`src/hdl/hcb_pkg.sv`:
```
`default_nettype none
package hcb_pkg;

    // Field widths of one result transaction.
    localparam int SYMBOL_W = 5;
    localparam int LENGTH_W = 5;
    localparam int BITS_W   = 28;

    // Byte codes and the symbols they map to.
    localparam logic [7:0] BYTE_LOWER_A = 8'd97;
    localparam logic [7:0] BYTE_LOWER_Z = 8'd122;
    localparam logic [7:0] BYTE_SPACE   = 8'd32;
    localparam logic [7:0] BYTE_NEWLINE = 8'd10;
    localparam logic [4:0] SYM_SPACE    = 5'd26;
    localparam logic [4:0] SYM_NEWLINE  = 5'd27;

    // Input kind codes.
    localparam logic KIND_CHAR = 1'b0;
    localparam logic KIND_END  = 1'b1;

    // Sequencer states.
    typedef enum logic [7:0] {
        S_IDLE      = 8'b0000_0001,
        S_INIT      = 8'b0000_0010,
        S_SCAN      = 8'b0000_0100,
        S_LINK_A    = 8'b0000_1000,
        S_LINK_B    = 8'b0001_0000,
        S_WALK_RD   = 8'b0010_0000,
        S_WALK_WAIT = 8'b0100_0000,
        S_EMIT      = 8'b1000_0000
    } t_state;

    // Control from the sequencer to the counter bank.
    typedef struct packed {
        logic inc;
        logic clr;
    } t_cnt_ctrl;

    // Map a byte to a symbol; bit 5 flags a known character.
    function automatic logic [5:0] map_byte(input logic [7:0] b);
        logic [7:0] d;
        d = b - BYTE_LOWER_A;
        if (b >= BYTE_LOWER_A && b <= BYTE_LOWER_Z) begin
            return {1'b1, d[4:0]};
        end else if (b == BYTE_SPACE) begin
            return {1'b1, SYM_SPACE};
        end else if (b == BYTE_NEWLINE) begin
            return {1'b1, SYM_NEWLINE};
        end
        return 6'd0;
    endfunction

endpackage
`default_nettype wire

```
`src/hdl/hcb_ram.sv`:
```
`default_nettype none
module hcb_ram #(
    parameter int WIDTH  = 8,
    parameter int DEPTH  = 64,
    parameter int ADDR_W = $clog2(DEPTH)
) (
    input  wire logic              i_clk,
    input  wire logic              i_we,
    input  wire logic [ADDR_W-1:0] i_waddr,
    input  wire logic [WIDTH-1:0]  i_wdata,
    input  wire logic [ADDR_W-1:0] i_raddr,
    output logic      [WIDTH-1:0]  o_rdata
);
    logic [WIDTH-1:0] r_mem [DEPTH];

    // One write port, one registered read port.
    always_ff @(posedge i_clk) begin
        if (i_we) begin
            r_mem[i_waddr] <= i_wdata;
        end
        o_rdata <= r_mem[i_raddr];
    end
endmodule
`default_nettype wire

```
`src/hdl/hcb_counts.sv`:
```
`default_nettype none
module hcb_counts #(
    parameter int NUM_SYMBOLS = 29,
    parameter int COUNT_WIDTH = 20,
    parameter int SYM_W       = $clog2(NUM_SYMBOLS)
) (
    input  wire logic                  i_clk,
    input  wire logic                  i_rst_n,
    input  wire hcb_pkg::t_cnt_ctrl    i_ctrl,
    input  wire logic [SYM_W-1:0]      i_idx,
    output logic      [COUNT_WIDTH-1:0] o_count
);
    import hcb_pkg::*;

    logic [COUNT_WIDTH-1:0] r_count [NUM_SYMBOLS];

    // One shared address serves both the increment and the tree load.
    assign o_count = r_count[i_idx];

    // Saturating counters, cleared after each code table is sent.
    always_ff @(posedge i_clk) begin
        if (!i_rst_n || i_ctrl.clr) begin
            for (int k = 0; k < NUM_SYMBOLS; k++) begin
                r_count[k] <= '0;
            end
        end else if (i_ctrl.inc && o_count != '1) begin
            r_count[i_idx] <= o_count + 1'b1;
        end
    end
endmodule
`default_nettype wire

```
`src/hdl/huffman_code_builder_core.sv`:
```
`default_nettype none
// Channel | Direction | Handshake                | Payload
// input   | in        | i_in_valid / o_in_stall  | i_kind, i_char_byte
// output  | out       | o_out_valid / i_out_stall | o_symbol, o_code_length, o_code_bits, o_last
//
// Character transactions may follow one another back to back while the block is idle.
// An end transaction loads NUM_SYMBOLS leaves (one per cycle), then runs
// NUM_SYMBOLS-1 merges; merge k makes two scans over the NUM_SYMBOLS+k slots built so far
// plus two link writes, and both scans go through the single read port of the weight memory.
// Each symbol then walks up through WALK_RD and WALK_WAIT per tree level, forms its result
// in WALK_RD at the root and holds it in EMIT until it is taken.
// Reset is synchronous and clears counts, live flags and the sequencer.
// The input is stalled for the whole build; a stalled result holds its payload.
module huffman_code_builder_core #(
    parameter int NUM_SYMBOLS  = 29,
    parameter int COUNT_WIDTH  = 20,
    parameter int MAX_CODE_LEN = 28
) (
    input  wire logic        i_clk,
    input  wire logic        i_rst_n,
    input  wire logic        i_in_valid,
    output logic             o_in_stall,
    input  wire logic        i_kind,
    input  wire logic [7:0]  i_char_byte,
    output logic             o_out_valid,
    input  wire logic        i_out_stall,
    output logic [hcb_pkg::SYMBOL_W-1:0] o_symbol,
    output logic [hcb_pkg::LENGTH_W-1:0] o_code_length,
    output logic [hcb_pkg::BITS_W-1:0]   o_code_bits,
    output logic             o_last
);
    import hcb_pkg::*;

    localparam int NODE_SLOTS = 2 * NUM_SYMBOLS - 1;
    localparam int SLOT_W     = $clog2(NODE_SLOTS);
    localparam int SYM_W      = $clog2(NUM_SYMBOLS);
    localparam int DEPTH_W    = $clog2(NODE_SLOTS + 1);
    localparam int WT_W       = COUNT_WIDTH + SYM_W + 1;
    localparam int LEN_W      = $clog2(MAX_CODE_LEN + 1);
    localparam int M          = MAX_CODE_LEN;
    localparam logic [SLOT_W-1:0] ROOT      = SLOT_W'(NODE_SLOTS - 1);
    localparam logic [SLOT_W-1:0] LAST_LEAF = SLOT_W'(NUM_SYMBOLS - 1);

    t_state                  r_state, n_state;
    logic [SLOT_W-1:0]       r_k, n_k;
    logic [SLOT_W-1:0]       r_slot, n_slot;
    logic                    r_rd_v, n_rd_v;
    logic [SLOT_W-1:0]       r_rd_k, n_rd_k;
    logic                    r_best_v, n_best_v;
    logic [SLOT_W-1:0]       r_best, n_best;
    logic [WT_W-1:0]         r_best_w, n_best_w;
    logic                    r_pick, n_pick;
    logic [SLOT_W-1:0]       r_a, n_a;
    logic [WT_W-1:0]         r_wa, n_wa;
    logic [SYM_W-1:0]        r_sym, n_sym;
    logic [SLOT_W-1:0]       r_node, n_node;
    logic [DEPTH_W-1:0]      r_depth, n_depth;
    logic [M-1:0]            r_acc, n_acc;
    logic [NODE_SLOTS-1:0]   r_live, n_live;
    logic [SYMBOL_W-1:0]     n_symbol;
    logic [LENGTH_W-1:0]     n_code_length;
    logic [BITS_W-1:0]       n_code_bits;
    logic                    n_last;

    logic                    in_acc;
    logic [5:0]              mapped;
    logic                    sym_ok;
    logic [SYM_W-1:0]        cnt_idx;
    logic [COUNT_WIDTH-1:0]  cnt_val;
    t_cnt_ctrl               cnt_ctrl;
    logic                    wt_we;
    logic [SLOT_W-1:0]       wt_waddr;
    logic [WT_W-1:0]         wt_wdata;
    logic [WT_W-1:0]         wt_rdata;
    logic                    ln_we;
    logic [SLOT_W-1:0]       ln_waddr;
    logic [SLOT_W:0]         ln_wdata;
    logic [SLOT_W:0]         ln_rdata;
    logic                    cand;
    logic [LEN_W-1:0]        len;
    logic [LEN_W-1:0]        shamt;
    logic [M-1:0]            bits;
    logic [M:0]              acc_ext;

    assign o_in_stall  = (r_state != S_IDLE);
    assign o_out_valid = (r_state == S_EMIT);
    assign in_acc      = i_in_valid && !o_in_stall;

    // Character mapping; the end-of-file slot and beyond are not counted.
    assign mapped  = map_byte(i_char_byte);
    assign sym_ok  = mapped[5] && (32'(mapped[4:0]) < NUM_SYMBOLS - 1);
    assign cnt_idx = (r_state == S_INIT) ? r_k[SYM_W-1:0] : SYM_W'(mapped[4:0]);

    assign cnt_ctrl.inc = in_acc && (i_kind == KIND_CHAR) && sym_ok;
    assign cnt_ctrl.clr = (r_state == S_EMIT) && !i_out_stall && o_last;

    hcb_counts #(
        .NUM_SYMBOLS (NUM_SYMBOLS),
        .COUNT_WIDTH (COUNT_WIDTH)
    ) u_counts (
        .i_clk   (i_clk),
        .i_rst_n (i_rst_n),
        .i_ctrl  (cnt_ctrl),
        .i_idx   (cnt_idx),
        .o_count (cnt_val)
    );

    // Node weights: leaves are loaded in INIT, merged nodes in LINK_A.
    assign wt_we    = (r_state == S_INIT) || (r_state == S_LINK_A);
    assign wt_waddr = (r_state == S_INIT) ? r_k : r_slot;
    assign wt_wdata = (r_state == S_INIT)
                    ? ((r_k == LAST_LEAF) ? WT_W'(1) : WT_W'(cnt_val))
                    : r_wa + r_best_w;

    hcb_ram #(
        .WIDTH (WT_W),
        .DEPTH (NODE_SLOTS)
    ) u_weight_ram (
        .i_clk   (i_clk),
        .i_we    (wt_we),
        .i_waddr (wt_waddr),
        .i_wdata (wt_wdata),
        .i_raddr (r_k),
        .o_rdata (wt_rdata)
    );

    // Parent links with the branch side in bit 0.
    assign ln_we    = (r_state == S_LINK_A) || (r_state == S_LINK_B);
    assign ln_waddr = (r_state == S_LINK_A) ? r_a : r_best;
    assign ln_wdata = {r_slot, (r_state == S_LINK_B)};

    hcb_ram #(
        .WIDTH (SLOT_W + 1),
        .DEPTH (NODE_SLOTS)
    ) u_link_ram (
        .i_clk   (i_clk),
        .i_we    (ln_we),
        .i_waddr (ln_waddr),
        .i_wdata (ln_wdata),
        .i_raddr (r_node),
        .o_rdata (ln_rdata)
    );

    // Shared compare: strict less keeps the lower slot on ties.
    assign cand = r_rd_v && r_live[r_rd_k] && (!r_best_v || wt_rdata < r_best_w);

    // Code length clamp and alignment of the root branch to the top used bit.
    always_comb begin
        if (32'(r_depth) > M) begin
            len = LEN_W'(M);
        end else begin
            len = LEN_W'(r_depth);
        end
        shamt = LEN_W'(M) - len;
        bits  = r_acc >> shamt;
    end

    assign acc_ext = {ln_rdata[0], r_acc};

    // Sequencer next state.
    always_comb begin
        n_state       = r_state;
        n_k           = r_k;
        n_slot        = r_slot;
        n_rd_v        = 1'b0;
        n_rd_k        = r_rd_k;
        n_best_v      = r_best_v;
        n_best        = r_best;
        n_best_w      = r_best_w;
        n_pick        = r_pick;
        n_a           = r_a;
        n_wa          = r_wa;
        n_sym         = r_sym;
        n_node        = r_node;
        n_depth       = r_depth;
        n_acc         = r_acc;
        n_live        = r_live;
        n_symbol      = o_symbol;
        n_code_length = o_code_length;
        n_code_bits   = o_code_bits;
        n_last        = o_last;
        unique case (r_state)
            S_IDLE: begin
                if (in_acc && i_kind == KIND_END) begin
                    n_live  = '0;
                    n_k     = '0;
                    n_state = S_INIT;
                end
            end
            S_INIT: begin
                n_live[r_k] = 1'b1;
                if (r_k == LAST_LEAF) begin
                    n_slot   = SLOT_W'(NUM_SYMBOLS);
                    n_k      = '0;
                    n_pick   = 1'b0;
                    n_best_v = 1'b0;
                    n_state  = S_SCAN;
                end else begin
                    n_k = r_k + 1'b1;
                end
            end
            S_SCAN: begin
                if (cand) begin
                    n_best_v = 1'b1;
                    n_best   = r_rd_k;
                    n_best_w = wt_rdata;
                end
                if (r_k != r_slot) begin
                    n_rd_v = 1'b1;
                    n_rd_k = r_k;
                    n_k    = r_k + 1'b1;
                end else begin
                    n_live[n_best] = 1'b0;
                    n_best_v       = 1'b0;
                    n_k            = '0;
                    if (!r_pick) begin
                        n_a    = n_best;
                        n_wa   = n_best_w;
                        n_pick = 1'b1;
                    end else begin
                        n_state = S_LINK_A;
                    end
                end
            end
            S_LINK_A: begin
                n_live[r_slot] = 1'b1;
                n_state        = S_LINK_B;
            end
            S_LINK_B: begin
                if (r_slot == ROOT) begin
                    n_sym   = '0;
                    n_node  = '0;
                    n_depth = '0;
                    n_acc   = '0;
                    n_state = S_WALK_RD;
                end else begin
                    n_slot   = r_slot + 1'b1;
                    n_k      = '0;
                    n_pick   = 1'b0;
                    n_best_v = 1'b0;
                    n_state  = S_SCAN;
                end
            end
            S_WALK_RD: begin
                if (r_node == ROOT || 32'(r_depth) == NODE_SLOTS) begin
                    n_symbol      = SYMBOL_W'(r_sym);
                    n_code_length = LENGTH_W'(len);
                    n_code_bits   = BITS_W'(bits);
                    n_last        = (r_sym == SYM_W'(NUM_SYMBOLS - 1));
                    n_state       = S_EMIT;
                end else begin
                    n_state = S_WALK_WAIT;
                end
            end
            S_WALK_WAIT: begin
                // Branches enter at the top; leaf-level ones fall off when too long.
                n_acc   = acc_ext[M:1];
                n_node  = ln_rdata[SLOT_W:1];
                n_depth = r_depth + 1'b1;
                n_state = S_WALK_RD;
            end
            S_EMIT: begin
                if (!i_out_stall) begin
                    if (o_last) begin
                        n_state = S_IDLE;
                    end else begin
                        n_sym   = r_sym + 1'b1;
                        n_node  = SLOT_W'(r_sym) + 1'b1;
                        n_depth = '0;
                        n_acc   = '0;
                        n_state = S_WALK_RD;
                    end
                end
            end
            default: begin
                n_state = S_IDLE;
            end
        endcase
    end

    // Control registers.
    always_ff @(posedge i_clk) begin
        if (!i_rst_n) begin
            r_state <= S_IDLE;
            r_live  <= '0;
            r_rd_v  <= 1'b0;
        end else begin
            r_state <= n_state;
            r_live  <= n_live;
            r_rd_v  <= n_rd_v;
        end
    end

    // Datapath and result registers.
    always_ff @(posedge i_clk) begin
        r_k           <= n_k;
        r_slot        <= n_slot;
        r_rd_k        <= n_rd_k;
        r_best_v      <= n_best_v;
        r_best        <= n_best;
        r_best_w      <= n_best_w;
        r_pick        <= n_pick;
        r_a           <= n_a;
        r_wa          <= n_wa;
        r_sym         <= n_sym;
        r_node        <= n_node;
        r_depth       <= n_depth;
        r_acc         <= n_acc;
        o_symbol      <= n_symbol;
        o_code_length <= n_code_length;
        o_code_bits   <= n_code_bits;
        o_last        <= n_last;
    end
endmodule
`default_nettype wire

```
`config.mk`:
```
export PLATFORM = sky130hd
export DESIGN_NAME = huffman_code_builder_core
export DESIGN_NICKNAME = d
export VERILOG_FILES = /design/src/hdl/hcb_pkg.sv /design/src/hdl/hcb_ram.sv /design/src/hdl/hcb_counts.sv /design/src/hdl/huffman_code_builder_core.sv
export SDC_FILE = /design/constraint.sdc
export NUM_CORES = 2
export LEC_CHECK = 0
export BUFFER_PORTS_ARGS = -buffer_cell sky130_fd_sc_hd__buf_2
export CAP_MARGIN = 20
export CORE_UTILIZATION = 55
export CTS_CLUSTER_DIAMETER = 120
export CTS_CLUSTER_SIZE = 14
export DETAILED_ROUTE_END_ITERATION = 10
export PLACE_DENSITY_LB_ADDON = 0.08
export SETUP_SLACK_MARGIN = 0.4
export SYNTH_ARGS = -nofsm -noshare
export SYNTH_HDL_FRONTEND = slang
export SYNTH_HIERARCHICAL = 1
export SYNTH_SLANG_ARGS = --single-unit
```
`constraint.sdc`:
```
create_clock -name i_clk -period 18.8 [get_ports i_clk]
set_input_delay 1.88 -clock i_clk [delete_from_list [all_inputs] [get_ports i_clk]]
set_output_delay 1.88 -clock i_clk [all_outputs]
set_load 0.05 [all_outputs]
```
* After elaboration in Yosys (flattened, before gate mapping) *
Memories as Yosys holds them, arrays and structs flattened. A register that Yosys moved wholly into a read port is not among the register bits.
Index checks and enable logic that the tools add are counted.

cells by class
  equal/unequal tests = 27
  multiplexer cells = 79
  bitwise logic cells = 7
  reductions and logical operators = 42
  shift operators = 1
  $lt $le $gt $ge = 12
  add/subtract/negate cells = 9

operators by type and width
  cell                                                 count
  case mux 57 bit (4 select lines)                     1
  two-way mux 6 bit                                    21
  two-way mux 57 bit                                   2
  OR 57 bit                                            2
  two-way mux 28 bit                                   3
  case mux 28 bit (3 select lines)                     1
  case mux 8 bit (8 select lines)                      1
  AND 57 bit                                           1
  inverter 57 bit                                      1
  two-way mux 26 bit                                   2
  two-way mux 8 bit                                    6
  two-way mux 20 bit                                   2
  case mux 6 bit (3 select lines)                      2
  two-way mux 5 bit                                    6
  < comparator 6 x 7 -> 1 bit (second input constant)  4
  >> shifter 28 x 5 -> 28 bit                          1
  adder 26 bit                                         1
  < comparator 26 bit                                  1
  case mux 6 bit (4 select lines)                      1
  two-way mux 1 bit                                    23
  adder 20 x 1 -> 20 bit (second input constant)       1
  != test 20 bit (second input constant)               1
  OR reduction 20 bit                                  1
  adder 6 x 1 -> 6 bit (second input constant)         3
  41 further kinds                                     89

storage, ports and cells
  bits of input ports = 13
  memories = 3
  word-level logic and storage cells = 200
  memory bits (writable) = 2461
  register bits after elaboration = 234

memories
  memory              depth  width  read ports  clocked after Yosys merged registers in  wr ports  line              text
  u_weight_ram.r_mem  57     26     1           1                                        1         hcb_ram.sv:14     logic [WIDTH-1:0] r_mem [DEPTH];
  u_counts.r_count    29     20     1           0                                        29        hcb_counts.sv:15  logic [COUNT_WIDTH-1:0] r_count [NUM_SYMBOLS];
  u_link_ram.r_mem    57     7      1           1                                        1         hcb_ram.sv:14

* Logic depth before layout (Yosys ltp) *
  depth after elaboration = 14
  depth in mapped cells = 26

* By module *
The synthesis kept the hierarchy.

modules (own cells, without submodules)
  module                     cells an instance  sequential area each (um^2)  area each (um^2)  instances
  hcb_ram (u_weight_ram)     2573               45023.2                      57239.9           1
  hcb_counts                 2123               19218.4                      29134.2           1
  hcb_ram (u_link_ram)       778                12121.6                      15867.7           1
  huffman_code_builder_core  1490               6366.1                       14767.9           1

* Least setup slack after synthesis *
OpenSTA, ideal clock, no wires.

  path kind = input to register
  start = input port i_char_byte[1]
  end = memory u_counts.r_count[0][0], enable pin
  setup slack = 10946 ps
  buffers on the path = 6
  arrival = 7429 ps
  stages on the path = 21
  cells stage by stage = inv_1 -> ha_1 -> nand2b_1 -> o41ai_1 -> o21ai_0 -> o21ai_0 -> buf_2 -> or4_1 -> buf_2 -> buf_2 -> o22ai_1 -> nor4_1 -> nand2_1 -> clkbuf_1 -> ha_1 -> nand3_2 -> nor4_4 -> a311o_1 -> buf_4 -> clkbuf_2 -> o21ai_0

RTL lines
  what                line                             text
  start: declaration  huffman_code_builder_core.sv:24  input wire logic [7:0] i_char_byte,
  end: declaration    hcb_counts.sv:15

==> summary.txt <==
Status
  • Status: completed

Pwr
  • PD cells: between 100 and 150 mW/mm^2
  • VDD IR max: ~0.14 mV
  • Leakage: approximately 40 nW

Run
  • Max-cap violations: 0

Clock network
  • CTS Root Cell: clkbuf_16
  • CTS resizes: 0
  • CTS clock-pin slew for the worst setup and hold paths: 0.07 ns
  • Number of hold buffers added after cts: 0
  • Sink Count: about 2,800
  • TritonCTS clock tree: done
  • Num CTS Buffers: 217
  • Setup bufs post-CTS: 0
  • Worst-Skew Late Latency: roughly 0.90 ns
  • Clk buf depth: 3
  • Maximum level of the CTS H-tree: 4

Setup path
  • CP required: 19.27 ns
  • CP arrival: roughly 10 ns
  • WP buf/inv: 7
  • Crit-path max cell delay: around 0.85 ns
  • Crit Reg-Reg Endpoint: u_counts/r_count[15][19]$_SDFFCE_PN0P_
  • Worst flop-to-flop path startpoint: r_state[5]$_SDFFE_PN0P_
  • Worst reg2reg setup slack: around 9.6 ns
  • Critical path cell sequence: buf_2 -> inv_1 -> ha_1 -> o21bai_1 -> a31oi_1 -> o41ai_2 -> nor2_1 -> a21oi_1 -> o21ai_4 -> buf_4 -> nand4b_1 -> buf_4 -> o22ai_1 -> nor4_1 -> buf_4 -> nand2_1 -> nand4_4 -> nor4_4 -> a31o_4 -> buf_4 -> buf_4 -> o21ai_2
  • Most used cell, CP: buf_4
  • Setup CP Type: in2reg
  • Crit path max-delay family: buffers and inverters
  • Crit path max fanout: 64
  • CP Capture Type: flop
  • CP startpoint kind: primary input
  • Crit-path slowest cell: nand4b_1
  • R2R depth: 18

Floorplan
  • # rows: approximately 170
  • Io pins: 54
  • Core area: about 0.21 mm^2
  • Die W: ~460 um
  • Initial Util: 0.556
  • Vert. Die Dim: around 460 um
  • Total die area: between 0.2 and 0.25 mm^2

Routing
  • Remaining antenna violation count: 0
  • DRC Markers: 0
  • Routed WL per cell: 32.6 um
  • Vias: 67,000
  • Post-DR vias/cell: ~6.8
  • First-pass DRT Iterations: 9
  • Final wirelength: around 320,000 um
  • Initial DRC count: 8,181

Logic synthesis
  • Count leader, synth: edfxtp_1
  • Synth warn: 6
  • Yosys top cell area share: 0.690
  • Commonest cells in the netlist: 2,689 x edfxtp_1, 464 x mux4_2, 431 x nor3_1, 416 x mux2i_1, 359 x nor2_1
  • Area contributors post-synth: edfxtp_1 69%, mux4_2 8.9%, mux2i_1 3.6%
  • Netlist Area Pre-Place: roughly 0.12 mm^2
  • Mapped Cells: 6,964
  • Cell taking the most area after synthesis: edfxtp_1
  • Synth async-reset ratio: 0
  • Synth unique cells: about 110
  • Number of enable flip-flop cells after synthesis: 2,689
  • #FFs+latches synth: 2,788
  • Post-synth top flop: edfxtp_1
  • Post-synthesis sequential area ratio: 0.707
  • Net Count, Synth: 7,043
  • Average cell area after synthesis: between 15 and 20 um^2

Global routing
  • Global-route wire length before repair: between 400,000 and 500,000 um
  • Antenna violations before repair: 6
  • Largest net degree at the start of global routing: roughly 130
  • GR Overflow Total: 0
  • All-Layer GR Usage: 0.297
  • Number of global-route vias before repair: between 60,000 and 70,000

Place
  • IO buf count: between 50 and 60
  • HPWL Detailed: roughly 190,000 um
  • Placed cell area: 0.121 mm^2
  • Final GP Congestion: a little over 0.9
  • Dpl ws: 8.23 ns

STA
  • Min Tclk post-route: 9.88 ns
  • Count of final hold-check violations: 0
  • Worst-Margin Slew: about 1.3 ns
  • Final Slew Violations: 0
  • Post-Route Setup TNS: 0 ns
  • Fmax: ~100 MHz
  • Final setup margin: between 8 and 9 ns
  • RSZ-0062 raised after global routing: no
  • Tcrit/Tclk final: 0.526
  • Max_slew headroom: 0.130
  • Final setup viols: 0
  • Skew final: between 0.05 and 0.06 ns

Worst hold path
  • WHS Path Cells: 2
  • Hold WC Path Type: reg2reg
  • Hold path startpoint: r_live[31]$_SDFFE_PN0P_
  • Hold Path End: r_live[31]$_SDFFE_PN0P_

Final layout
  • Sequential standard cell area: approximately 0.083 mm^2
  • Footprint of the multi-input gates: 0.0320 mm^2
  • Design area: about 0.13 mm^2
  • Syn-to-layout area delta: 8.47%
  • Fin nets: 6,996
  • Share of layout cells above drive strength 1: 0.183
  • FILL cells: ~15,000
## cells in the final DEF (no fill, tap or decap), types with 28 or more instances in the layout
cell type,netlist,routed
a21oi_1,47,42
a22oi_1,139,139
a31oi_1,57,54
and2_1,43,43
buf_2,155,54
buf_4,50,199
clkbuf_1,277,76
clkbuf_16,0,217
dfxtp_1,99,99
edfxtp_1,2689,2689
ha_1,65,65
inv_1,74,74
mux2_2,72,72
mux2i_1,416,414
mux4_2,464,464
nand2_1,314,312
nand2b_1,30,30
nand3_1,64,62
nor2_1,359,297
nor2_2,0,45
nor2b_1,35,32
nor3_1,431,428
nor4_1,177,177
o21ai_0,107,69
o21ai_2,1,28
o22ai_1,223,222
## state kept, by name, indices dropped and copies added, names as in the netlist, 28 cells and up
| register | flops |
|---|---|
| r_acc | 28 |
| r_live | 57 |
| u_counts/r_count | 640 |
| o_code_bits | 28 |
| u_link_ram/r_mem | 399 |
| u_weight_ram/r_mem | 1482 |
## worst reg2reg max path, delay by kind of cell (launching register included)
kind,cells,cell delay [ns]
compound gates,3,1.51
simple gates,9,3.18
flops,1,0.37
buf+inv,4,3.03
mux,1,0.42
fa+ha+maj,1,0.27
## logic make-up after synthesis
| group | synth area share |
|---|---|
| AND/OR/NAND/NOR | 0.0701 |
| XOR/XNOR | 0.00419 |
| AO/OA/AOI/OAI | 0.0502 |
| multiplexers | 0.134 |
| buffers and inverters | 0.0273 |
| flip-flops | 0.707 |
| adder cells (fa/ha/maj) | 0.00712 |
## layer usage
layer / up-vias / global-route usage / part of all wire
li1: 27900 / - / -
met1: 35000 / 0.435 / 0.41
met2: 3564 / 0.456 / 0.47
met3: 582 / 0.0492 / 0.092
met4: 0 / 0.100 / 0.035
met5: - / 0 / 0
## where the power goes
group | switching (mW) | internal, mW
Clock | 2.12 | 2.11
Sequential | 0.0643 | 7.02
Combinational | 2.40 | 1.22
Total | 4.59 | 10.4
## how the worst max path moves through the flow
stage                                                  end  cells past startpoint      startpoint
global placement      u_counts/r_count[3][1]$_SDFFCE_PN0P_                     22  i_char_byte[0]
CTS                   u_counts/r_count[3][1]$_SDFFCE_PN0P_                     22  i_char_byte[0]
floorplan             u_counts/r_count[0][0]$_SDFFCE_PN0P_                     21  i_char_byte[1]
finish              u_counts/r_count[15][19]$_SDFFCE_PN0P_                     22  i_char_byte[0]
detailed placement   u_counts/r_count[3][18]$_SDFFCE_PN0P_                     22  i_char_byte[0]
global route         u_counts/r_count[15][7]$_SDFFCE_PN0P_                     22  i_char_byte[0]
## layout make-up
type,count,area share
Multi-Input combinational cell,3546,0.252
Clock inverter,16,0.00230
Clock buffer,293,0.0450
Inverter,77,0.00228
Sequential cell,2788,0.652
Timing Repair Buffer,287,0.0190
Antenna cell,3,0.0000591
Tap cell,2805,0.0277
## metrics by stage
stage	total power [mW]	hold slack, ns	utilization	instances
floorplan	9.49	0.421	-	6964
global placement	10.8	0.431	0.572	9475
detailed placement	10.8	0.441	0.574	9492
CTS	15.0	0.450	0.602	9801
global route	15.4	0.474	0.603	9813
finish	14.9	0.451	0.603	9815
Power figures use the tool's default switching activity.
